## config.mk

```make
export PLATFORM = sky130hd
export DESIGN_NAME = adc_average_autorange_unit
export DESIGN_NICKNAME = d
export VERILOG_FILES = /design/src/rtl/core/aaru_pkg.sv /design/src/rtl/core/aaru_regs.sv /design/src/rtl/core/aaru_mul.sv /design/src/rtl/core/aaru_div.sv /design/src/rtl/core/adc_average_autorange_unit.sv
export SDC_FILE = /design/constraint.sdc
export NUM_CORES = 1
export LEC_CHECK = 0
export BUFFER_PORTS_ARGS = -buffer_cell sky130_fd_sc_hd__buf_2
export CORE_ASPECT_RATIO = 1.2
export CORE_UTILIZATION = 40
export DETAILED_ROUTE_END_ITERATION = 6
export HOLD_SLACK_MARGIN = 0.15
export PLACE_DENSITY = 0.64
export SYNTH_ARGS = -nofsm -noshare
export SYNTH_HDL_FRONTEND = slang
export SYNTH_HIERARCHICAL = 1
export SYNTH_SLANG_ARGS = --single-unit
```

## constraint.sdc

```tcl
create_clock -name clk -period 5.2 [get_ports clk]
set_clock_uncertainty 0.2 [all_clocks]
set_input_delay 0.78 -clock clk [delete_from_list [all_inputs] [get_ports clk]]
set_output_delay 0.78 -clock clk [all_outputs]
set_load 0.01 [all_outputs]
```

## src/rtl/core/aaru_pkg.sv

```systemverilog
package aaru_pkg;

	localparam int SAMPLE_W   = 13;
	localparam int CNT_W      = 9;
	localparam int SUM_W      = 21;
	localparam int AVG_W      = 21;
	localparam int PCT_W      = 15;
	localparam int VOLT_W     = 21;
	localparam int FS_W       = 13;
	localparam int SEL_W      = 3;
	localparam int FRAC_W     = 8;
	localparam int DIVD_W     = SUM_W + FRAC_W;
	localparam int MA_W       = 21;
	localparam int MB_W       = 13;
	localparam int PROD_W     = MA_W + MB_W;
	localparam int DQ_W       = 21;
	localparam int STEP_W     = 5;
	localparam int SHIFT_W    = 4;
	localparam int ADDR_W     = 4;
	localparam int DATA_W     = 32;
	localparam int REG_IDX_W  = 2;

	localparam int AVG_STEPS  = 21;
	localparam int MUL_STEPS  = 13;
	localparam int PCT_STEPS  = 15;
	localparam int PCT_MUL_W  = 28;

	localparam int MAX_AVERAGE  = 256;
	localparam int BITS_BASE    = 9;
	localparam int SEL_MAX      = 4;
	localparam int SEL_DEFAULT  = 3;
	localparam int PCT_SCALE    = 100;
	localparam int PCT_FULL     = PCT_SCALE << FRAC_W;
	localparam int VOLT_LIMIT   = 5000 << FRAC_W;
	localparam int MIN_START    = 200 << FRAC_W;
	localparam int MAX_START    = 3000 << FRAC_W;

	localparam int AVG_COUNT_RESET  = 16;
	localparam int BITS_SEL_RESET   = 3;
	localparam int FULL_SCALE_RESET = 3300;

	localparam logic [REG_IDX_W-1:0] REG_AVG_COUNT  = 2'd0;
	localparam logic [REG_IDX_W-1:0] REG_BITS_SEL   = 2'd1;
	localparam logic [REG_IDX_W-1:0] REG_FULL_SCALE = 2'd2;

	typedef struct packed {
		logic [CNT_W-1:0] avg_count;
		logic [SEL_W-1:0] bits_sel;
		logic [FS_W-1:0]  full_scale;
	} cfg_t;

	typedef struct packed {
		logic load;
		logic step;
	} unit_ctrl_t;

	typedef enum logic [3:0] {
		ST_IDLE,
		ST_AVG_LOAD,
		ST_AVG_DIV,
		ST_RANGE,
		ST_VOLT_MUL,
		ST_PCT_LOAD,
		ST_PCT_MUL,
		ST_PCT_DIVLD,
		ST_PCT_DIV,
		ST_FINISH
	} state_t;

endpackage

```

## src/rtl/core/aaru_regs.sv

```systemverilog
module aaru_regs (
	input  logic                           clk,
	input  logic                           arst_n,
	input  logic                           psel,
	input  logic                           penable,
	input  logic                           pwrite,
	input  logic [aaru_pkg::ADDR_W-1:0]    paddr,
	input  logic [aaru_pkg::DATA_W-1:0]    pwdata,
	output logic [aaru_pkg::DATA_W-1:0]    prdata,
	output logic                           pready,
	output aaru_pkg::cfg_t                 cfg
);

	logic [aaru_pkg::CNT_W-1:0]     avg_count_q;
	logic [aaru_pkg::SEL_W-1:0]     bits_sel_q;
	logic [aaru_pkg::FS_W-1:0]      full_scale_q;
	logic [aaru_pkg::REG_IDX_W-1:0] idx;

	assign idx    = paddr[aaru_pkg::ADDR_W-1:2];
	assign pready = 1'b1;

	always_ff @(posedge clk or negedge arst_n) begin
		if (!arst_n) begin
			avg_count_q  <= aaru_pkg::CNT_W'(aaru_pkg::AVG_COUNT_RESET);
			bits_sel_q   <= aaru_pkg::SEL_W'(aaru_pkg::BITS_SEL_RESET);
			full_scale_q <= aaru_pkg::FS_W'(aaru_pkg::FULL_SCALE_RESET);
		end else if (psel && penable && pwrite && pready) begin
			case (idx)
				aaru_pkg::REG_AVG_COUNT:  avg_count_q  <= pwdata[aaru_pkg::CNT_W-1:0];
				aaru_pkg::REG_BITS_SEL:   bits_sel_q   <= pwdata[aaru_pkg::SEL_W-1:0];
				aaru_pkg::REG_FULL_SCALE: full_scale_q <= pwdata[aaru_pkg::FS_W-1:0];
				default: ;
			endcase
		end
	end

	always_comb begin
		case (idx)
			aaru_pkg::REG_AVG_COUNT:  prdata = aaru_pkg::DATA_W'(avg_count_q);
			aaru_pkg::REG_BITS_SEL:   prdata = aaru_pkg::DATA_W'(bits_sel_q);
			aaru_pkg::REG_FULL_SCALE: prdata = aaru_pkg::DATA_W'(full_scale_q);
			default:                  prdata = '0;
		endcase
	end

	assign cfg.avg_count  = avg_count_q;
	assign cfg.bits_sel   = bits_sel_q;
	assign cfg.full_scale = full_scale_q;

endmodule

```

## src/rtl/core/aaru_mul.sv

```systemverilog
module aaru_mul (
	input  logic                          clk,
	input  aaru_pkg::unit_ctrl_t          ctrl,
	input  logic [aaru_pkg::MA_W-1:0]     a,
	input  logic [aaru_pkg::MB_W-1:0]     b,
	output logic [aaru_pkg::PROD_W-1:0]   prod
);

	logic [aaru_pkg::MA_W-1:0]   a_q;
	logic [aaru_pkg::PROD_W-1:0] p_q;
	logic [aaru_pkg::MA_W:0]     psum;

	// one multiplier bit per cycle, lsb first
	assign psum = {1'b0, p_q[aaru_pkg::PROD_W-1:aaru_pkg::MB_W]}
		+ (p_q[0] ? {1'b0, a_q} : '0);

	always_ff @(posedge clk) begin
		if (ctrl.load) begin
			a_q <= a;
			p_q <= {{aaru_pkg::MA_W{1'b0}}, b};
		end else if (ctrl.step) begin
			p_q <= {psum, p_q[aaru_pkg::MB_W-1:1]};
		end
	end

	assign prod = p_q;

endmodule

```

## src/rtl/core/aaru_div.sv

```systemverilog
module aaru_div (
	input  logic                        clk,
	input  aaru_pkg::unit_ctrl_t        ctrl,
	input  logic [aaru_pkg::DQ_W-1:0]   divisor,
	input  logic [aaru_pkg::DQ_W-1:0]   rem_init,
	input  logic [aaru_pkg::DQ_W-1:0]   low_init,
	output logic [aaru_pkg::DQ_W-1:0]   quotient
);

	logic [aaru_pkg::DQ_W-1:0] dvs_q;
	logic [aaru_pkg::DQ_W-1:0] rem_q;
	logic [aaru_pkg::DQ_W-1:0] low_q;
	logic [aaru_pkg::DQ_W-1:0] quo_q;
	logic [aaru_pkg::DQ_W:0]   trial;
	logic [aaru_pkg::DQ_W:0]   diff;
	logic                      ge;

	// restoring division, one quotient bit per cycle
	assign trial = {rem_q, low_q[aaru_pkg::DQ_W-1]};
	assign diff  = trial - {1'b0, dvs_q};
	assign ge    = trial >= {1'b0, dvs_q};

	always_ff @(posedge clk) begin
		if (ctrl.load) begin
			dvs_q <= divisor;
			rem_q <= rem_init;
			low_q <= low_init;
			quo_q <= '0;
		end else if (ctrl.step) begin
			rem_q <= ge ? diff[aaru_pkg::DQ_W-1:0] : trial[aaru_pkg::DQ_W-1:0];
			low_q <= {low_q[aaru_pkg::DQ_W-2:0], 1'b0};
			quo_q <= {quo_q[aaru_pkg::DQ_W-2:0], ge};
		end
	end

	assign quotient = quo_q;

endmodule

```

## src/rtl/core/adc_average_autorange_unit.sv

```systemverilog
// results: a failed read gives its result on the next cycle; a completing sample passes
// AVG_LOAD, AVG_DIV, RANGE, VOLT_MUL, PCT_LOAD, PCT_MUL, PCT_DIVLD, PCT_DIV and FINISH
// input: one sample per cycle while the result slot is free, until an average completes;
// none then while the bit-serial divider (21 + 15 steps) and multiplier (2 x 13 steps) run
// reset: async, clears sum, count and handshakes, restores registers to defaults and the
// running range to 200..3000 counts
module adc_average_autorange_unit (
	input  logic                              clk,
	input  logic                              arst_n,
	input  logic                              psel,
	input  logic                              penable,
	input  logic                              pwrite,
	input  logic [aaru_pkg::ADDR_W-1:0]       paddr,
	input  logic [aaru_pkg::DATA_W-1:0]       pwdata,
	output logic [aaru_pkg::DATA_W-1:0]       prdata,
	output logic                              pready,
	input  logic                              sample_valid,
	output logic                              sample_ready,
	input  logic [aaru_pkg::SAMPLE_W-1:0]     sample_value,
	input  logic                              read_failed,
	output logic                              result_valid,
	input  logic                              result_ready,
	output logic                              status,
	output logic [aaru_pkg::AVG_W-1:0]        average_q8,
	output logic [aaru_pkg::PCT_W-1:0]        percent_q8,
	output logic [aaru_pkg::VOLT_W-1:0]       voltage_mv_q8
);

	aaru_pkg::cfg_t       cfg;
	aaru_pkg::unit_ctrl_t mul_ctrl;
	aaru_pkg::unit_ctrl_t div_ctrl;
	aaru_pkg::state_t     state_q;
	aaru_pkg::state_t     state_d;

	logic [aaru_pkg::STEP_W-1:0]  cnt_q;
	logic                         step_last;
	logic                         step_state;
	logic                         finish;

	logic [aaru_pkg::SUM_W-1:0]   sum_q;
	logic [aaru_pkg::CNT_W-1:0]   count_q;
	logic [aaru_pkg::SUM_W-1:0]   sum_next;
	logic [aaru_pkg::CNT_W-1:0]   count_next;
	logic [aaru_pkg::CNT_W-1:0]   eff_count;
	logic                         accept;
	logic                         complete;

	logic [aaru_pkg::AVG_W-1:0]   avg_q;
	logic [aaru_pkg::AVG_W-1:0]   min_q;
	logic [aaru_pkg::AVG_W-1:0]   max_q;
	logic [aaru_pkg::VOLT_W-1:0]  volt_q;

	logic [aaru_pkg::DIVD_W-1:0]  avg_dividend;
	logic [aaru_pkg::PCT_MUL_W-1:0] pct_prod;
	logic [aaru_pkg::DQ_W-1:0]    div_divisor;
	logic [aaru_pkg::DQ_W-1:0]    div_rem;
	logic [aaru_pkg::DQ_W-1:0]    div_low;
	logic [aaru_pkg::DQ_W-1:0]    div_quo;
	logic [aaru_pkg::MA_W-1:0]    mul_a;
	logic [aaru_pkg::MB_W-1:0]    mul_b;
	logic [aaru_pkg::PROD_W-1:0]  mul_p;

	logic [aaru_pkg::SEL_W-1:0]   sel_eff;
	logic [aaru_pkg::SHIFT_W-1:0] shamt;
	logic [aaru_pkg::PROD_W-1:0]  volt_shift;
	logic [aaru_pkg::VOLT_W-1:0]  volt_sat;
	logic [aaru_pkg::PCT_W-1:0]   pct_val;

	logic                         out_valid_q;
	logic                         status_q;
	logic [aaru_pkg::AVG_W-1:0]   avg_out_q;
	logic [aaru_pkg::PCT_W-1:0]   pct_out_q;
	logic [aaru_pkg::VOLT_W-1:0]  volt_out_q;

	aaru_regs u_regs (
		.clk     (clk),
		.arst_n  (arst_n),
		.psel    (psel),
		.penable (penable),
		.pwrite  (pwrite),
		.paddr   (paddr),
		.pwdata  (pwdata),
		.prdata  (prdata),
		.pready  (pready),
		.cfg     (cfg)
	);

	aaru_mul u_mul (
		.clk  (clk),
		.ctrl (mul_ctrl),
		.a    (mul_a),
		.b    (mul_b),
		.prod (mul_p)
	);

	aaru_div u_div (
		.clk      (clk),
		.ctrl     (div_ctrl),
		.divisor  (div_divisor),
		.rem_init (div_rem),
		.low_init (div_low),
		.quotient (div_quo)
	);

	always_comb begin
		if (cfg.avg_count == '0) begin
			eff_count = aaru_pkg::CNT_W'(1);
		end else if (cfg.avg_count > aaru_pkg::CNT_W'(aaru_pkg::MAX_AVERAGE)) begin
			eff_count = aaru_pkg::CNT_W'(aaru_pkg::MAX_AVERAGE);
		end else begin
			eff_count = cfg.avg_count;
		end
	end

	assign accept     = sample_valid && sample_ready;
	assign sum_next   = sum_q + aaru_pkg::SUM_W'(sample_value);
	assign count_next = count_q + 1'b1;
	assign complete   = count_next >= eff_count;

	always_comb begin
		state_d = state_q;
		case (state_q)
			aaru_pkg::ST_IDLE: begin
				if (accept && !read_failed && complete) state_d = aaru_pkg::ST_AVG_LOAD;
			end
			aaru_pkg::ST_AVG_LOAD:  state_d = aaru_pkg::ST_AVG_DIV;
			aaru_pkg::ST_AVG_DIV: begin
				if (step_last) state_d = aaru_pkg::ST_RANGE;
			end
			aaru_pkg::ST_RANGE:     state_d = aaru_pkg::ST_VOLT_MUL;
			aaru_pkg::ST_VOLT_MUL: begin
				if (step_last) state_d = aaru_pkg::ST_PCT_LOAD;
			end
			aaru_pkg::ST_PCT_LOAD:  state_d = aaru_pkg::ST_PCT_MUL;
			aaru_pkg::ST_PCT_MUL: begin
				if (step_last) state_d = aaru_pkg::ST_PCT_DIVLD;
			end
			aaru_pkg::ST_PCT_DIVLD: state_d = aaru_pkg::ST_PCT_DIV;
			aaru_pkg::ST_PCT_DIV: begin
				if (step_last) state_d = aaru_pkg::ST_FINISH;
			end
			aaru_pkg::ST_FINISH:    state_d = aaru_pkg::ST_IDLE;
			default:                state_d = aaru_pkg::ST_IDLE;
		endcase
	end

	always_comb begin
		mul_ctrl     = '0;
		div_ctrl     = '0;
		sample_ready = 1'b0;
		step_state   = 1'b0;
		step_last    = 1'b0;
		finish       = 1'b0;
		case (state_q)
			aaru_pkg::ST_IDLE:      sample_ready = !out_valid_q || result_ready;
			aaru_pkg::ST_AVG_LOAD:  div_ctrl.load = 1'b1;
			aaru_pkg::ST_AVG_DIV: begin
				div_ctrl.step = 1'b1;
				step_state    = 1'b1;
				step_last     = cnt_q == aaru_pkg::STEP_W'(aaru_pkg::AVG_STEPS - 1);
			end
			aaru_pkg::ST_RANGE:     mul_ctrl.load = 1'b1;
			aaru_pkg::ST_VOLT_MUL: begin
				mul_ctrl.step = 1'b1;
				step_state    = 1'b1;
				step_last     = cnt_q == aaru_pkg::STEP_W'(aaru_pkg::MUL_STEPS - 1);
			end
			aaru_pkg::ST_PCT_LOAD:  mul_ctrl.load = 1'b1;
			aaru_pkg::ST_PCT_MUL: begin
				mul_ctrl.step = 1'b1;
				step_state    = 1'b1;
				step_last     = cnt_q == aaru_pkg::STEP_W'(aaru_pkg::MUL_STEPS - 1);
			end
			aaru_pkg::ST_PCT_DIVLD: div_ctrl.load = 1'b1;
			aaru_pkg::ST_PCT_DIV: begin
				div_ctrl.step = 1'b1;
				step_state    = 1'b1;
				step_last     = cnt_q == aaru_pkg::STEP_W'(aaru_pkg::PCT_STEPS - 1);
			end
			aaru_pkg::ST_FINISH:    finish = 1'b1;
			default: ;
		endcase
	end

	always_ff @(posedge clk or negedge arst_n) begin
		if (!arst_n) begin
			state_q <= aaru_pkg::ST_IDLE;
			cnt_q   <= '0;
		end else begin
			state_q <= state_d;
			if (step_state && !step_last) begin
				cnt_q <= cnt_q + 1'b1;
			end else begin
				cnt_q <= '0;
			end
		end
	end

	// divider and multiplier operand selection
	assign avg_dividend = {sum_q, {aaru_pkg::FRAC_W{1'b0}}}
		+ aaru_pkg::DIVD_W'(count_q >> 1);
	assign pct_prod     = mul_p[aaru_pkg::PCT_MUL_W-1:0];

	always_comb begin
		if (state_q == aaru_pkg::ST_AVG_LOAD) begin
			div_divisor = aaru_pkg::DQ_W'(count_q);
			div_rem     = aaru_pkg::DQ_W'(avg_dividend[aaru_pkg::DIVD_W-1:aaru_pkg::DQ_W]);
			div_low     = avg_dividend[aaru_pkg::DQ_W-1:0];
		end else begin
			div_divisor = max_q - min_q;
			div_rem     = pct_prod[aaru_pkg::PCT_MUL_W-1:aaru_pkg::PCT_MUL_W-aaru_pkg::DQ_W];
			div_low     = {pct_prod[aaru_pkg::PCT_MUL_W-aaru_pkg::DQ_W-1:0],
				{(2*aaru_pkg::DQ_W-aaru_pkg::PCT_MUL_W){1'b0}}};
		end
	end

	always_comb begin
		if (state_q == aaru_pkg::ST_RANGE) begin
			mul_a = div_quo;
			mul_b = cfg.full_scale;
		end else begin
			mul_a = avg_q - min_q;
			mul_b = aaru_pkg::MB_W'(aaru_pkg::PCT_SCALE);
		end
	end

	assign sel_eff    = (cfg.bits_sel > aaru_pkg::SEL_W'(aaru_pkg::SEL_MAX))
		? aaru_pkg::SEL_W'(aaru_pkg::SEL_DEFAULT) : cfg.bits_sel;
	assign shamt      = aaru_pkg::SHIFT_W'(aaru_pkg::BITS_BASE) + aaru_pkg::SHIFT_W'(sel_eff);
	assign volt_shift = mul_p >> shamt;
	assign volt_sat   = (volt_shift > aaru_pkg::PROD_W'(aaru_pkg::VOLT_LIMIT))
		? aaru_pkg::VOLT_W'(aaru_pkg::VOLT_LIMIT) : volt_shift[aaru_pkg::VOLT_W-1:0];

	always_comb begin
		if (max_q <= min_q) begin
			pct_val = '0;
		end else if (div_quo > aaru_pkg::DQ_W'(aaru_pkg::PCT_FULL)) begin
			pct_val = aaru_pkg::PCT_W'(aaru_pkg::PCT_FULL);
		end else begin
			pct_val = div_quo[aaru_pkg::PCT_W-1:0];
		end
	end

	always_ff @(posedge clk or negedge arst_n) begin
		if (!arst_n) begin
			sum_q   <= '0;
			count_q <= '0;
			min_q   <= aaru_pkg::AVG_W'(aaru_pkg::MIN_START);
			max_q   <= aaru_pkg::AVG_W'(aaru_pkg::MAX_START);
		end else begin
			if (accept) begin
				if (read_failed) begin
					sum_q   <= '0;
					count_q <= '0;
				end else begin
					sum_q   <= sum_next;
					count_q <= count_next;
				end
			end else if (state_q == aaru_pkg::ST_AVG_LOAD) begin
				sum_q   <= '0;
				count_q <= '0;
			end
			if (state_q == aaru_pkg::ST_RANGE) begin
				if (div_quo > max_q) max_q <= div_quo;
				if (div_quo < min_q) min_q <= div_quo;
			end
		end
	end

	always_ff @(posedge clk) begin
		if (state_q == aaru_pkg::ST_RANGE) avg_q <= div_quo;
		if (state_q == aaru_pkg::ST_PCT_LOAD) volt_q <= volt_sat;
	end

	always_ff @(posedge clk or negedge arst_n) begin
		if (!arst_n) begin
			out_valid_q <= 1'b0;
		end else if ((accept && read_failed) || finish) begin
			out_valid_q <= 1'b1;
		end else if (result_ready) begin
			out_valid_q <= 1'b0;
		end
	end

	always_ff @(posedge clk) begin
		if (accept && read_failed) begin
			status_q   <= 1'b1;
			avg_out_q  <= '0;
			pct_out_q  <= '0;
			volt_out_q <= '0;
		end else if (finish) begin
			status_q   <= 1'b0;
			avg_out_q  <= avg_q;
			pct_out_q  <= pct_val;
			volt_out_q <= volt_q;
		end
	end

	assign result_valid  = out_valid_q;
	assign status        = status_q;
	assign average_q8    = avg_out_q;
	assign percent_q8    = pct_out_q;
	assign voltage_mv_q8 = volt_out_q;

`ifndef SYNTH
	a_fail_result: assert property (@(posedge clk) disable iff (!arst_n)
		(accept && read_failed) |=> (result_valid && status))
		else $error("failed read did not produce an error result");

	a_range_order: assert property (@(posedge clk) disable iff (!arst_n)
		min_q < max_q)
		else $error("running range collapsed");

	a_slot_free: assert property (@(posedge clk) disable iff (!arst_n)
		(state_q == aaru_pkg::ST_FINISH) |-> !out_valid_q)
		else $error("result written over a pending result");

	a_pct_bound: assert property (@(posedge clk) disable iff (!arst_n)
		(state_q == aaru_pkg::ST_FINISH) |-> (div_quo <= aaru_pkg::DQ_W'(aaru_pkg::PCT_FULL)))
		else $error("percent quotient out of range");
`endif

endmodule
```

Yosys cells after proc, flatten, opt, wreduce, memory -nomap -nowiden
Index checks and enable logic that the tools add are counted.
Word-level totals
  output and inout port bits: 93
  logic and storage cells: 134
  register bits: 346
Operators by class
  mux-type cells: 42
  reductions and logical operators: 30
  shift operators: 1
  $lt $le $gt $ge: 9
  add/subtract/negate cells: 9
  equal/unequal tests: 19
Operators by type and width (number)
  $mux 21: 12
  $sub 21x21->21: 3
  $mux 9: 6
  $mux 13: 3
  $pmux 13 s3: 1
  $pmux 4 s9: 1
  $gt 34x21->1 const B: 1
  $shr 34x4->34: 1
  $mux 15: 2
  $add 29x8->29: 1
  $add 21x21->22: 1
  $ge 22x21->1: 1
  $add 21x13->21: 1
  $gt 21x15->1 const B: 1
  $gt 21x21->1: 1
  $le 21x21->1: 1
  $lt 21x21->1: 1
  $mux 4: 5
  $eq 4x3->1 const B: 4
  $eq 5x4->1 const B: 2
  $ne 2x2->1 const B: 5
  $reduce_and 2->1: 5
  $add 9x1->9 const B: 1
  $ge 9x9->1: 1
  other kinds (24): 49

Depth between registers and ports, before layout
Gate-level depths: netlist of run 1.
  depth after elaboration: 8
  mapped depth: 16
  gate-level depth less buffers: 12

Modules after synthesis
Netlist of run 1, hierarchy kept.
By module, submodules not included
  adc_average_autorange_unit: area each 12074.1 um2, cells an instance 1279, instances 1, seq. area each 4486.8 um2
  aaru_div: area each 4723.3 um2, cells an instance 432, instances 1, seq. area each 2312.2 um2
  aaru_mul: area each 3328.2 um2, cells an instance 322, instances 1, seq. area each 1441.4 um2
  aaru_regs: area each 1331.3 um2, cells an instance 106, instances 1, seq. area each 636.9 um2

Worst setup path after synthesis of run 1
OpenSTA, ideal clock, no wires.
  path type: reg-to-reg
  start point: register u_regs/bits_sel_q[0] (netlist bit)
  end point: register volt_q[15] (netlist bit), data pin
  path slack: 0.602 ns
  path buffers: 5
  stages on the path, launching flop included: 16
  period minus slack after synthesis: 4.598 ns
  data arrival time: 4.139 ns
  required time: 4.741 ns
  cell sequence: dfstp_2 buf_2 a21oi_1 clkinv_1 buf_1 buf_1 ha_1 clkbuf_1 xnor2_2 mux2i_1 mux2i_1 mux2_2 or3b_1 a221o_1 buf_2 a211o_1
On the way
  cells in the longest elaborated chain, start to end: 5
Ends and longest elaborated chain
  start: declaration: RTL line aaru_regs.sv:15  | logic [aaru_pkg::SEL_W-1:0] bits_sel_q;
  start signal: assignment: RTL line aaru_regs.sv:25  | bits_sel_q <= aaru_pkg::SEL_W'(aaru_pkg::BITS_SEL_RESET);
  start signal: assignment: RTL line aaru_regs.sv:30  | aaru_pkg::REG_BITS_SEL: bits_sel_q <= pwdata[aaru_pkg::SEL_W-1:0];
  $gt 3x3->1: RTL line adc_average_autorange_unit.sv:227  | assign sel_eff = (cfg.bits_sel > aaru_pkg::SEL_W'(aaru_pkg::SEL_MAX))
  $mux 3 (*): RTL line adc_average_autorange_unit.sv:228  | ? aaru_pkg::SEL_W'(aaru_pkg::SEL_DEFAULT) : cfg.bits_sel;
  $add 4x3->4 (*): RTL line adc_average_autorange_unit.sv:229  | assign shamt = aaru_pkg::SHIFT_W'(aaru_pkg::BITS_BASE) + aaru_pkg::SHIFT_W'(sel_eff);
  $shr 34x4->34 (*): RTL line adc_average_autorange_unit.sv:230  | assign volt_shift = mul_p >> shamt;
  $gt 34x21->1: RTL line adc_average_autorange_unit.sv:231  | assign volt_sat = (volt_shift > aaru_pkg::PROD_W'(aaru_pkg::VOLT_LIMIT))
  end signal: assignment: RTL line adc_average_autorange_unit.sv:272  | if (state_q == aaru_pkg::ST_PCT_LOAD) volt_q <= volt_sat;
  end: declaration: RTL line adc_average_autorange_unit.sv:51  | logic [aaru_pkg::VOLT_W-1:0] volt_q;
Mark *: on every way between the ends. The rest lies on a longest branch, timed or not.
A chain may end at the register's enable or synchronous reset.

Worst setup path after layout of run 1
  start point: register u_regs/bits_sel_q[2] (netlist bit)
  end point: register volt_q[15] (netlist bit), data pin
The elaborated chain is that of the path after synthesis.

==> results.py, run 1 <==
metrics = {
    "outcome": {
        "outcome": "completed",
    },
    "floorplan": {
        "initial_standard_cell_utilization_of_the_core_pct": 40.70,
        "rows": 92,
        "die-area_um2": 54570,
        "vertical_die_dimension_um": 255.7,
        "horiz_die_dim_um": 213.4,
        "core_area_um2": 52720,
        "num_io_pins": 150,
    },
    "synth": {
        "synth_top_area_share_pct": 19.45,
        "synth_warnings": 6,
        "yosys_register_bits": 346,
        "cell_type_with_the_highest_aggregate_area_in_the_netlist": "sky130_fd_sc_hd__edfxtp_1",
        "synth_cell_types": 100,
        "netlist_top_cells_area": "sky130_fd_sc_hd__edfxtp_1 (19%), sky130_fd_sc_hd__dfrtp_1 (10%), sky130_fd_sc_hd__dfxtp_1 (9.3%)",
        "yosys_most_used_dff": "sky130_fd_sc_hd__edfxtp_1",
        "syn_avg_cell_area_um2": 10.03,
        "number_of_enable_flip_flop_cells_after_synthesis": 139,
        "synth.cell_area_um2": 21460,
        "synthCells": 2139,
        "synth-seq-area-share_pct": 41.37,
        "ys_async_sr_fraction_pct": 30.92,
    },
    "worst_setup_path": {
        "timing.reg2reg.worst_path_depth": 10,
        "startpoint_type": "register",
        "crit_path_cells": "a21oi_2 > clkinv_1 > ha_1 > xnor2_4 > mux2i_1 > mux2i_1 > mux2_2 > or3b_1 > a221o_1 > a211o_1",
        "reg2reg_slack_ns": 0.87,
        "crit_family": "compound AO/OA/AOI/OAI gates",
        "end_kind": "register",
        "critPathMostFrequentCell": "sky130_fd_sc_hd__mux2i_1",
        "crit_fanout": 20,
        "timing.critical_path.arrival_ns": 4.45,
        "critPathSlowestCell": "sky130_fd_sc_hd__a221o_1",
        "cp_data_required_time_ns": 5.31,
        "worst_r2r_endpoint": "volt_q[15]",
        "worst_setup_path_class": "register to register",
        "max_stage_delay_ns": 0.61,
        "regToRegStartpoint": "u_regs/bits_sel_q[2]",
        "worst_path_buffer_plus_inverter_count": 1,
    },
    "placement": {
        "detailedPlace.worstSlack_ns": 0.8934,
        "placedInstanceArea_um2": 22660,
        "hpwlAfterDp_um": 42550,
        "dp_cells": 2879,
        "port_buffers": 108,
        "gp_routability_congestion": 0.8814,
    },
    "power_and_ir_drop": {
        "power_switching_share_pct": 43.08,
        "pwr-share-seq_pct": 29.4,
        "p_sw_mw": 7.230,
        "comb_power_share_pct": 54.5,
        "internal_power_mw": 9.551,
        "clkPwrFrac_pct": 16.1,
        "power-per-cell-area_nw_per_um2": 701.6,
        "p_leak_nw": 10.36,
        "ir_drop_uv": 336.1,
    },
    "clock_network": {
        "ctsHoldBuffers": 1,
        "cts-buffers-inserted": 38,
        "worst_skew_pair.late_latency_ns": 0.58,
        "setup_repair_bufs_after_cts": 0,
        "clk_path_buf_depth": 3,
        "path_clk_slew_ns": 0.06,
        "cts_resized": 0,
        "cts-htree-levels": 2,
        "ctsRootBufferMaster": "sky130_fd_sc_hd__clkbuf_16",
        "cts.sinks": 346,
        "cts_tree": "built",
    },
    "timing": {
        "grt_setup_unrepaired": "no",
        "setup_violators_final": 0,
        "tns_ns": 0,
        "slew_headroom_pct": 26.36,
        "post-route-period-util_pct": 83.31,
        "final_critical_path_setup_slack_ns": 0.8680,
        "period_minus_slack_ns": 4.332,
        "timing.final.max_slew_violations": 0,
        "fmaxAchievable_mhz": 230.8,
        "fin_hold_ws_ns": 0.2544,
        "report.final.hold_viol_count": 0,
        "slew_worst_pin_ns": 1.105,
    },
    "detailed_routing": {
        "detailed_route_via_count": 16597,
        "antenna_left": 0,
        "dr.first_iter.drc_count": 951,
        "wl_um": 57940,
        "route.detailed.vias_per_inst": 5.626,
        "routedWlPerCell_um": 19.64,
        "drt_pass1_iterations": 5,
        "route.detailed.drc": 0,
    },
    "worst_hold_path": {
        "hold_ep": "u_regs/full_scale_q[10]",
        "whs_path_depth": 2,
        "hp-start": "pwdata[10]",
        "min-delay-path-class": "input port to register",
    },
    "finish": {
        "largest_register_ff_count": 34,
        "final_design_area_no_fill_um2": 23920,
        "fillCellCount": 5072,
        "num_antenna_cells": 0,
        "layout_area_overhead_pct": 11.46,
        "multi_input_area_um2": 11760,
        "final-seq-area_um2": 8877,
        "final_nets": 2426,
        "share_of_post_route_cells_with_drive_strength_above_1_pct": 17.42,
        "post_layout_instance_count_excluding_filler_cells": 2950,
    },
    "global_routing": {
        "first_global_vias": 16405,
        "largest_net_degree_at_the_start_of_global_routing": 108,
        "globalRouteOverflowTotal": 0,
        "grt_antenna_before_repair": 0,
        "grt_first_pass_wirelength_um": 91240,
        "grtUsageTotal_pct": 21.28,
    },
    "run": {
        "total_of_max_cap_violations": 0,
    },
}
## placed cells by master (no fill, tap or decap), types with 25 or more instances in the layout
cell                        count
sky130_fd_sc_hd__nor2_1       162
sky130_fd_sc_hd__nand2_1      155
sky130_fd_sc_hd__ha_1         149
sky130_fd_sc_hd__edfxtp_1     139
sky130_fd_sc_hd__mux2_2       122
sky130_fd_sc_hd__a21oi_1      118
sky130_fd_sc_hd__o21ai_0      112
sky130_fd_sc_hd__buf_2        108
sky130_fd_sc_hd__inv_1        102
sky130_fd_sc_hd__dfxtp_1      100
sky130_fd_sc_hd__dfrtp_1       88
sky130_fd_sc_hd__mux2i_1       80
sky130_fd_sc_hd__a22o_1        63
sky130_fd_sc_hd__and2_1        56
sky130_fd_sc_hd__a21o_1        41
sky130_fd_sc_hd__xnor2_1       41
sky130_fd_sc_hd__clkbuf_16     41
sky130_fd_sc_hd__nor3_1        36
sky130_fd_sc_hd__nand3_1       33
sky130_fd_sc_hd__nor2b_1       28
sky130_fd_sc_hd__and3_1        26
sky130_fd_sc_hd__xor2_1        25
sky130_fd_sc_hd__buf_4         25
## synth_stat cells, types with 19 or more instances
library cell	number
sky130_fd_sc_hd__xnor2_1	41
sky130_fd_sc_hd__dfstp_2	19
sky130_fd_sc_hd__nand2_1	155
sky130_fd_sc_hd__nor2_1	164
sky130_fd_sc_hd__dfrtp_1	88
sky130_fd_sc_hd__nand2b_1	22
sky130_fd_sc_hd__a21o_1	41
sky130_fd_sc_hd__and3_1	26
sky130_fd_sc_hd__dfxtp_1	100
sky130_fd_sc_hd__xor2_1	25
sky130_fd_sc_hd__nand3_1	33
sky130_fd_sc_hd__nor2b_1	28
sky130_fd_sc_hd__a211oi_1	19
sky130_fd_sc_hd__edfxtp_1	139
sky130_fd_sc_hd__a22o_1	63
sky130_fd_sc_hd__mux2i_1	80
sky130_fd_sc_hd__buf_4	24
sky130_fd_sc_hd__nor3_1	38
sky130_fd_sc_hd__clkbuf_1	71
sky130_fd_sc_hd__ha_1	149
sky130_fd_sc_hd__o21ai_0	113
sky130_fd_sc_hd__a21oi_1	120
sky130_fd_sc_hd__inv_1	103
sky130_fd_sc_hd__mux2_2	122
sky130_fd_sc_hd__and2_1	56
## worst max path at each step
stage / startpoint / to / cells after the start
floorplan: u_regs/bits_sel_q[0] / volt_q[15] / 15
global placement: u_regs/bits_sel_q[2] / volt_q[17] / 10
detailed placement: u_regs/bits_sel_q[2] / volt_q[15] / 10
CTS: u_regs/bits_sel_q[2] / volt_q[15] / 10
global route: u_regs/bits_sel_q[2] / volt_q[17] / 10
finish: u_regs/bits_sel_q[2] / volt_q[15] / 10
## worst register-to-register path: cells and delay by family (launching register included)
kind | cells | cell delay (ns)
buffers and inverters | 1 | 0.11
XOR/XNOR | 1 | 0.57
flip-flops | 1 | 0.49
adder cells (fa/ha/maj) | 1 | 0.37
multiplexers | 3 | 0.78
AO/OA/AOI/OAI | 3 | 1.19
AND/OR/NAND/NOR | 1 | 0.38
## layout make-up
type,instances,share of cell area [%]
well taps,705,3.688
inverters,105,1.648
clock buffers,59,4.782
repair buffers,135,3.170
multi-input cells,1589,49.18
clock inverters,11,0.4133
flip-flops and latches,346,37.12
## routing by layer
layer	up-vias	track usage, %	part of all wire [%]
li1	7973	-	-
met1	8152	27.26	44
met2	382	36.91	50
met3	90	2.810	4.0
met4	0	6.290	2.7
met5	-	0	0
## through the flow
step / total power [mW] / utilization (%)
2_1_floorplan: 11.59 / -
5_1_grt: 17.96 / 45.37
4_1_cts: 16.84 / 45.37
3_5_place_dp: 14.07 / 42.99
6_report: 16.78 / 45.37
3_3_place_gp: 13.90 / 42.98
## power by group through the flow
stage | Clock, mW | Sequential, mW | Combinational (mW)
3_5_place_dp | 0 | 4.98 | 9.10
6_report | 2.70 | 4.93 | 9.15
5_1_grt | 2.86 | 5.04 | 10.1
3_3_place_gp | 0 | 4.96 | 8.95
2_1_floorplan | 0 | 4.64 | 6.95
4_1_cts | 2.77 | 4.94 | 9.13
## cell families (layout without fill, tap and decap cells)
group                      after synthesis  count (layout)  synth area share, %
and+or+nand+nor                        608             608                14.25
AOI/OAI and AO/OA                      525             525                16.72
DFF                                    346             346                41.37
buffers and inverters                  222             310                4.443
muxes                                  215             215                11.25
adders and majority gates              154             154                9.155
xor gates and xnor gates                67              67                2.770
other                                    2              20              0.03500
(Power assumes the default switching activity.)
==> run 2: changes to the inputs <==
--- a/config.mk
+++ b/config.mk
@@ -10,7 +10,7 @@
 export CORE_UTILIZATION = 40
 export DETAILED_ROUTE_END_ITERATION = 6
 export HOLD_SLACK_MARGIN = 0.15
-export PLACE_DENSITY = 0.64
+export PLACE_DENSITY = 0.66
 export SYNTH_ARGS = -nofsm -noshare
 export SYNTH_HDL_FRONTEND = slang
 export SYNTH_HIERARCHICAL = 1
==> constraint.sdc (replaced) <==
create_clock -name clk -period 3.5 [get_ports clk]
set_clock_uncertainty 0.2 [all_clocks]
set_input_delay 0.525 -clock clk [delete_from_list [all_inputs] [get_ports clk]]
set_output_delay 0.525 -clock clk [all_outputs]
set_load 0.01 [all_outputs]
==> run 2 against run 1 <==
Sequential power increased by 46%. Cell count increased by 2.4%. Routed wire length increased by 0.58%. First-iteration DRC count increased by 19%. Flip-flop and latch count unchanged. Count of clock-buffer cells in the layout decreased by 8. Worst hold slack got worse by 0.046 ns.
==> results.py, run 2 (synthesis gave the netlist of run 1 again) <==
metrics = {
    "timing": {
        "report.final.hold_viol_count": 0,
        "slew_headroom_pct": 24.05,
        "setup_violators_final": 0,
        "slew_worst_pin_ns": 1.137,
        "timing.final.max_slew_violations": 0,
        "post-route-period-util_pct": 99.61,
        "grt_setup_unrepaired": "yes",
        "fmaxAchievable_mhz": 286.8,
        "period_minus_slack_ns": 3.486,
        "fin_hold_ws_ns": 0.2082,
    },
    "global_routing": {
        "largest_net_degree_at_the_start_of_global_routing": 82,
        "top_usage_layer": "met2",
        "globalRouteOverflowTotal": 0,
        "grt_antenna_before_repair": 2,
        "met3_usage_pct": 2.920,
        "grt_first_pass_wirelength_um": 92630,
        "gr-usage-met2_pct": 37.22,
        "grtUsageTotal_pct": 21.46,
        "first_global_vias": 16620,
        "grt.met1_usage_pct": 27.38,
    },
    "worst_setup_path": {
        "cp_data_required_time_ns": 3.60,
        "max_stage_delay_ns": 0.45,
        "crit_fanout": 7,
        "startpoint_type": "register",
        "worst_path_buffer_plus_inverter_count": 2,
        "crit_family": "compound AO/OA/AOI/OAI gates",
        "worst_setup_path_class": "register to register",
        "crit_path_cells": "buf_4 > nor3b_4 > xnor2_4 > buf_12 > mux2i_2 > mux2i_1 > mux2_4 > or3b_4 > a221o_1 > a211o_1",
        "critPathSlowestCell": "sky130_fd_sc_hd__a221o_1",
        "end_kind": "register",
        "timing.critical_path.arrival_ns": 3.59,
    },
    "detailed_routing": {
        "routedWlPerCell_um": 19.29,
        "antenna_left": 0,
        "route.detailed.drc": 0,
        "route.detailed.vias_per_inst": 5.571,
        "drt_pass1_iterations": 5,
        "wl_um": 58270,
        "detailed_route_via_count": 16831,
        "dr.first_iter.drc_count": 1127,
    },
    "finish": {
        "multi_input_area_um2": 11840,
        "layout_area_overhead_pct": 15.00,
        "final_nets": 2498,
        "final_util_pct": 46.81,
        "largest_register_ff_count": 34,
        "final_design_area_no_fill_um2": 24680,
        "share_of_post_route_cells_with_drive_strength_above_1_pct": 20.08,
        "most_common_library_cell_in_the_layout_ignoring_fill_and_taps": "sky130_fd_sc_hd__nor2_1",
        "final-seq-area_um2": 8879,
        "num_antenna_cells": 0,
        "most-common-layout-cells": "sky130_fd_sc_hd__nor2_1 (159), sky130_fd_sc_hd__nand2_1 (155), sky130_fd_sc_hd__ha_1 (148), sky130_fd_sc_hd__edfxtp_1 (139), sky130_fd_sc_hd__mux2_2 (121)",
        "fillCellCount": 5045,
    },
    "floorplan": {
        "initial_standard_cell_utilization_of_the_core_pct": 40.70,
        "core_area_um2": 52720,
        "rows": 92,
        "horiz_die_dim_um": 213.4,
        "num_io_pins": 150,
        "die-area_um2": 54570,
        "vertical_die_dimension_um": 255.7,
    },
    "clock_network": {
        "ctsRootBufferMaster": "sky130_fd_sc_hd__clkbuf_16",
        "clk_path_buf_depth": 3,
        "cts-buffers-inserted": 38,
        "cts_tree": "built",
        "path_clk_slew_ns": 0.06,
        "cts.sinks": 346,
        "cts-htree-levels": 2,
        "worst_skew_pair.late_latency_ns": 0.55,
    },
    "placement": {
        "placedInstanceArea_um2": 23090,
        "port_buffers": 108,
        "gp_routability_congestion": 0.9468,
        "hpwlAfterDp_um": 43440,
    },
    "outcome": {
        "outcome": "completed",
    },
    "power_and_ir_drop": {
        "p_leak_nw": 10.75,
        "power-per-cell-area_nw_per_um2": 1045,
        "ir_drop_uv": 437.2,
    },
    "worst_hold_path": {
        "min-delay-path-class": "input port to register",
    },
    "run": {
        "total_of_max_cap_violations": 0,
    },
}
-- run 2: changes by cell type in the layout (fill, tap and decap cells not counted), sizes merged --
cell / change
clkinv: +2
dlygate4sd3: +17
buf: +55
bufinv: +3
inv: +1
clkinvlp: +1
clkbuf: -8
-- run 2: routing by layer --
layer  vias up  part of all wire (%)
li1       8119                     -
met1      8164                    43
met2       442                    50
met3       106                   4.5
met4         0                   2.9
met5         -                     0
-- run 2: area by class of cell --
cell class              instances  share of cell area (%)
repair buffers                207                   5.613
flip-flops and latches        346                   35.98
clock buffers                  51                   4.472
inverters                     105                   1.617
clock inverters                18                  0.7555
multi-input cells            1589                   47.99
well taps                     705                   3.575
-- run 2: worst paths after layout --
path	slack, ns	end	cells after the start	start
worst max register to register	0.01	volt_q[15]	10	u_regs/bits_sel_q[2]
max in group asynchronous	1.88	u_regs/full_scale_q[2]	3	arst_n
worst min register to register	0.25	percent_q8[13]	2	percent_q8[13]
worst min-delay path	0.21	sum_q[1]	3	sample_value[1]
worst max-delay path	0.01	volt_q[15]	10	u_regs/bits_sel_q[2]
min in group asynchronous	0.37	min_q[9]	2	arst_n
-- run 2: stage by stage --
step / worst slack [ns] / power (mW) / std cells / TNS (ns)
after global routing: -0.08046 / 27.59 / 3021 / -0.1587
final: 0.01355 / 25.79 / 3021 / 0
after detailed placement: 0.02042 / 21.37 / 2928 / 0
after floorplan: -0.3297 / 17.31 / 2157 / -3.142
after global placement: 0.1331 / 21.09 / 2928 / 0
after CTS: 0.03935 / 25.65 / 3016 / 0
-- run 2: power by group --
group          total [mW]  switching [mW]  leakage (nW)  internal (mW)
Combinational        14.4            8.19          6.62           6.23
Clock                4.16            1.70         0.630           2.45
Sequential           7.21            1.01          3.50           6.20
-- run 2: timing repair --
action / CTS / global route
pin swaps: 0 / 5
buffers inserted: 1 / 5
endpoints found under the hold margin: 77 / 0
gates resized for setup: 0 / 14
hold buffers: 18 / 0
endpoints found under the setup margin: 1 / 23
-- run 2: worst reg2reg max path, stage by stage, from the launching register on --
cell	delay, ns
sky130_fd_sc_hd__dfrtp_2	0.43
sky130_fd_sc_hd__buf_4	0.17
sky130_fd_sc_hd__nor3b_4	0.32
sky130_fd_sc_hd__xnor2_4	0.16
sky130_fd_sc_hd__buf_12	0.15
sky130_fd_sc_hd__mux2i_2	0.22
sky130_fd_sc_hd__mux2i_1	0.14
sky130_fd_sc_hd__mux2_4	0.30
sky130_fd_sc_hd__or3b_4	0.37
sky130_fd_sc_hd__a221o_1	0.45
sky130_fd_sc_hd__a211o_1	0.31
==> run 3: changes to the inputs <==
--- a/config.mk
+++ b/config.mk
@@ -7,10 +7,10 @@
 export LEC_CHECK = 0
 export BUFFER_PORTS_ARGS = -buffer_cell sky130_fd_sc_hd__buf_2
 export CORE_ASPECT_RATIO = 1.2
-export CORE_UTILIZATION = 40
+export CORE_UTILIZATION = 50
 export DETAILED_ROUTE_END_ITERATION = 6
 export HOLD_SLACK_MARGIN = 0.15
-export PLACE_DENSITY = 0.66
+export PLACE_DENSITY = 0.78
 export SYNTH_ARGS = -nofsm -noshare
 export SYNTH_HDL_FRONTEND = slang
 export SYNTH_HIERARCHICAL = 1
==> run 3 against run 2 <==
Count of clock-buffer cells in the layout unchanged. First-iteration DRC count is 14% higher. Die area fell by 20%. The run now ends with setup timing left. Clock power rose by 7.5%. Total power is 1.4% higher. Critical endpoint is now volt_q[17]. Largest power group unchanged. Combinational power is essentially flat. Via count grew 2.5%.
==> results.py, run 3 (synthesis gave the netlist of run 1 again) <==
metrics = {
    "outcome": {
        "outcome": "finished, violations left",
        "failed_checks": "setup timing",
    },
    "clock_network": {
        "path_clk_slew_ns": 0.06,
        "cts-htree-levels": 2,
        "worst_skew_pair.late_latency_ns": 0.59,
        "cts.sinks": 346,
        "cts-buffers-inserted": 38,
        "clk_path_buf_depth": 3,
        "cts_tree": "built",
        "ctsRootBufferMaster": "sky130_fd_sc_hd__clkbuf_16",
    },
    "timing": {
        "report.final.hold_viol_count": 0,
        "tns_ns": -0.007016,
        "period_minus_slack_ns": 3.507,
        "fmaxAchievable_mhz": 285.1,
        "fin_hold_ws_ns": 0.2072,
        "setup_violators_final": 1,
        "final_critical_path_setup_slack_ns": -0.007016,
        "slew_worst_pin_ns": 1.365,
        "grt_setup_unrepaired": "yes",
        "timing.final.max_slew_violations": 0,
        "post-route-period-util_pct": 100.2,
        "slew_headroom_pct": 8.824,
    },
    "worst_setup_path": {
        "worst_setup_path_class": "register to register",
        "timing.critical_path.arrival_ns": 3.61,
        "end_kind": "register",
        "startpoint_type": "register",
        "crit_fanout": 8,
        "cp_data_required_time_ns": 3.61,
    },
    "finish": {
        "fillCellCount": 3522,
        "multi_input_area_um2": 11880,
        "post_layout_instance_count_excluding_filler_cells": 2862,
        "final-seq-area_um2": 8879,
        "layout_area_overhead_pct": 14.87,
        "num_antenna_cells": 0,
        "final_design_area_no_fill_um2": 24650,
        "final_nets": 2497,
        "most_common_library_cell_in_the_layout_ignoring_fill_and_taps": "sky130_fd_sc_hd__nor2_1",
        "share_of_post_route_cells_with_drive_strength_above_1_pct": 20.21,
        "largest_register_ff_count": 34,
        "final_util_pct": 58.59,
        "most-common-layout-cells": "sky130_fd_sc_hd__nor2_1 (161), sky130_fd_sc_hd__nand2_1 (155), sky130_fd_sc_hd__ha_1 (148), sky130_fd_sc_hd__edfxtp_1 (139), sky130_fd_sc_hd__mux2_2 (121)",
    },
    "floorplan": {
        "num_io_pins": 150,
        "vertical_die_dimension_um": 228.9,
        "initial_standard_cell_utilization_of_the_core_pct": 51.01,
        "horiz_die_dim_um": 191.1,
        "rows": 82,
        "die-area_um2": 43750,
        "core_area_um2": 42070,
    },
    "power_and_ir_drop": {
        "ir_drop_uv": 525.4,
        "p_leak_nw": 10.81,
        "power-per-cell-area_nw_per_um2": 1061,
        "p_total_mw": 26.14,
    },
    "global_routing": {
        "gr-usage-met2_pct": 46.32,
        "largest_net_degree_at_the_start_of_global_routing": 88,
        "globalRouteOverflowTotal": 0,
        "grt_first_pass_wirelength_um": 92980,
        "top_usage_layer": "met2",
        "grt_antenna_before_repair": 0,
        "first_global_vias": 17156,
        "grtUsageTotal_pct": 26.88,
        "met3_usage_pct": 2.748,
        "grt.met1_usage_pct": 34.02,
    },
    "placement": {
        "port_buffers": 108,
        "gp_routability_congestion": 0.9399,
        "placedInstanceArea_um2": 22900,
        "dp_cells": 2766,
        "hpwlAfterDp_um": 42390,
        "detailedPlace.worstSlack_ns": 0.04614,
    },
    "detailed_routing": {
        "drt_pass1_iterations": 7,
        "antenna_left": 0,
        "detailed_route_via_count": 17254,
        "route.detailed.vias_per_inst": 6.029,
        "routedWlPerCell_um": 20.48,
        "wl_um": 58600,
        "dr.first_iter.drc_count": 1285,
        "route.detailed.drc": 0,
    },
    "worst_hold_path": {
        "min-delay-path-class": "input port to register",
    },
    "run": {
        "total_of_max_cap_violations": 0,
    },
}
[run 3: changes by cell type in the layout (fill, tap and decap cells not counted), sizes merged]
cell | previous run | this run
inv | 107 | 106
bufinv | 3 | 4
buf | 189 | 188
clkinvlp | 3 | 1
clkinv | 10 | 13
[run 3: repair_timing]
item | 4_1_cts | 5_1_grt
hold buffers | 18 | 0
hold endpoints to repair | 64 | 0
resized for setup | 5 | 13
buffers inserted | 2 | 5
setup endpoints to repair | 2 | 36
gates cloned | 0 | 1
pin swaps | 0 | 6
[run 3: path summary, 6_finish.rpt]
kind / from / to / slack (ns) / depth (start not counted)
max: u_regs/bits_sel_q[2] / volt_q[17] / -0.007 / 11
min: sample_value[1] / sum_q[1] / 0.21 / 3
max reg2reg: u_regs/bits_sel_q[2] / volt_q[17] / -0.007 / 11
min reg2reg: volt_q[6] / voltage_mv_q8[6] / 0.26 / 1
max in group asynchronous: arst_n / u_regs/full_scale_q[11] / 2.02 / 3
min in group asynchronous: arst_n / min_q[12] / 0.32 / 2
[run 3: layout make-up]
class                   instances  share of cell area (%)
flip-flops and latches        346                   36.02
repair buffers                206                   5.630
well taps                     546                   2.772
multi-input cells            1589                   48.21
inverters                     105                   1.619
clock buffers                  51                   4.782
clock inverters                19                  0.9645
[run 3: layer usage]
metal	vias up	wire length (um)
met5	-	0
met1	8401	24170
li1	8117	-
met4	0	2354
met3	146	3149
met2	590	28930
[run 3: where the power goes]
part | switching [mW] | total (mW) | leakage [nW] | internal, mW
registers | 1.01 | 7.21 | 3.50 | 6.20
logic | 8.24 | 14.5 | 6.62 | 6.22
clock network | 1.78 | 4.47 | 0.695 | 2.69
total | 11.0 | 26.1 | 10.8 | 15.1
[run 3: critical path: stages (launching register included)]
cell	delay, ns
sky130_fd_sc_hd__dfrtp_2	0.44
sky130_fd_sc_hd__a21oi_4	0.19
sky130_fd_sc_hd__clkinv_4	0.07
sky130_fd_sc_hd__ha_4	0.18
sky130_fd_sc_hd__xnor2_4	0.25
sky130_fd_sc_hd__buf_12	0.17
sky130_fd_sc_hd__mux2i_2	0.23
sky130_fd_sc_hd__mux2i_1	0.13
sky130_fd_sc_hd__mux2_4	0.28
sky130_fd_sc_hd__or3b_1	0.37
sky130_fd_sc_hd__a221o_2	0.47
sky130_fd_sc_hd__a211o_1	0.25
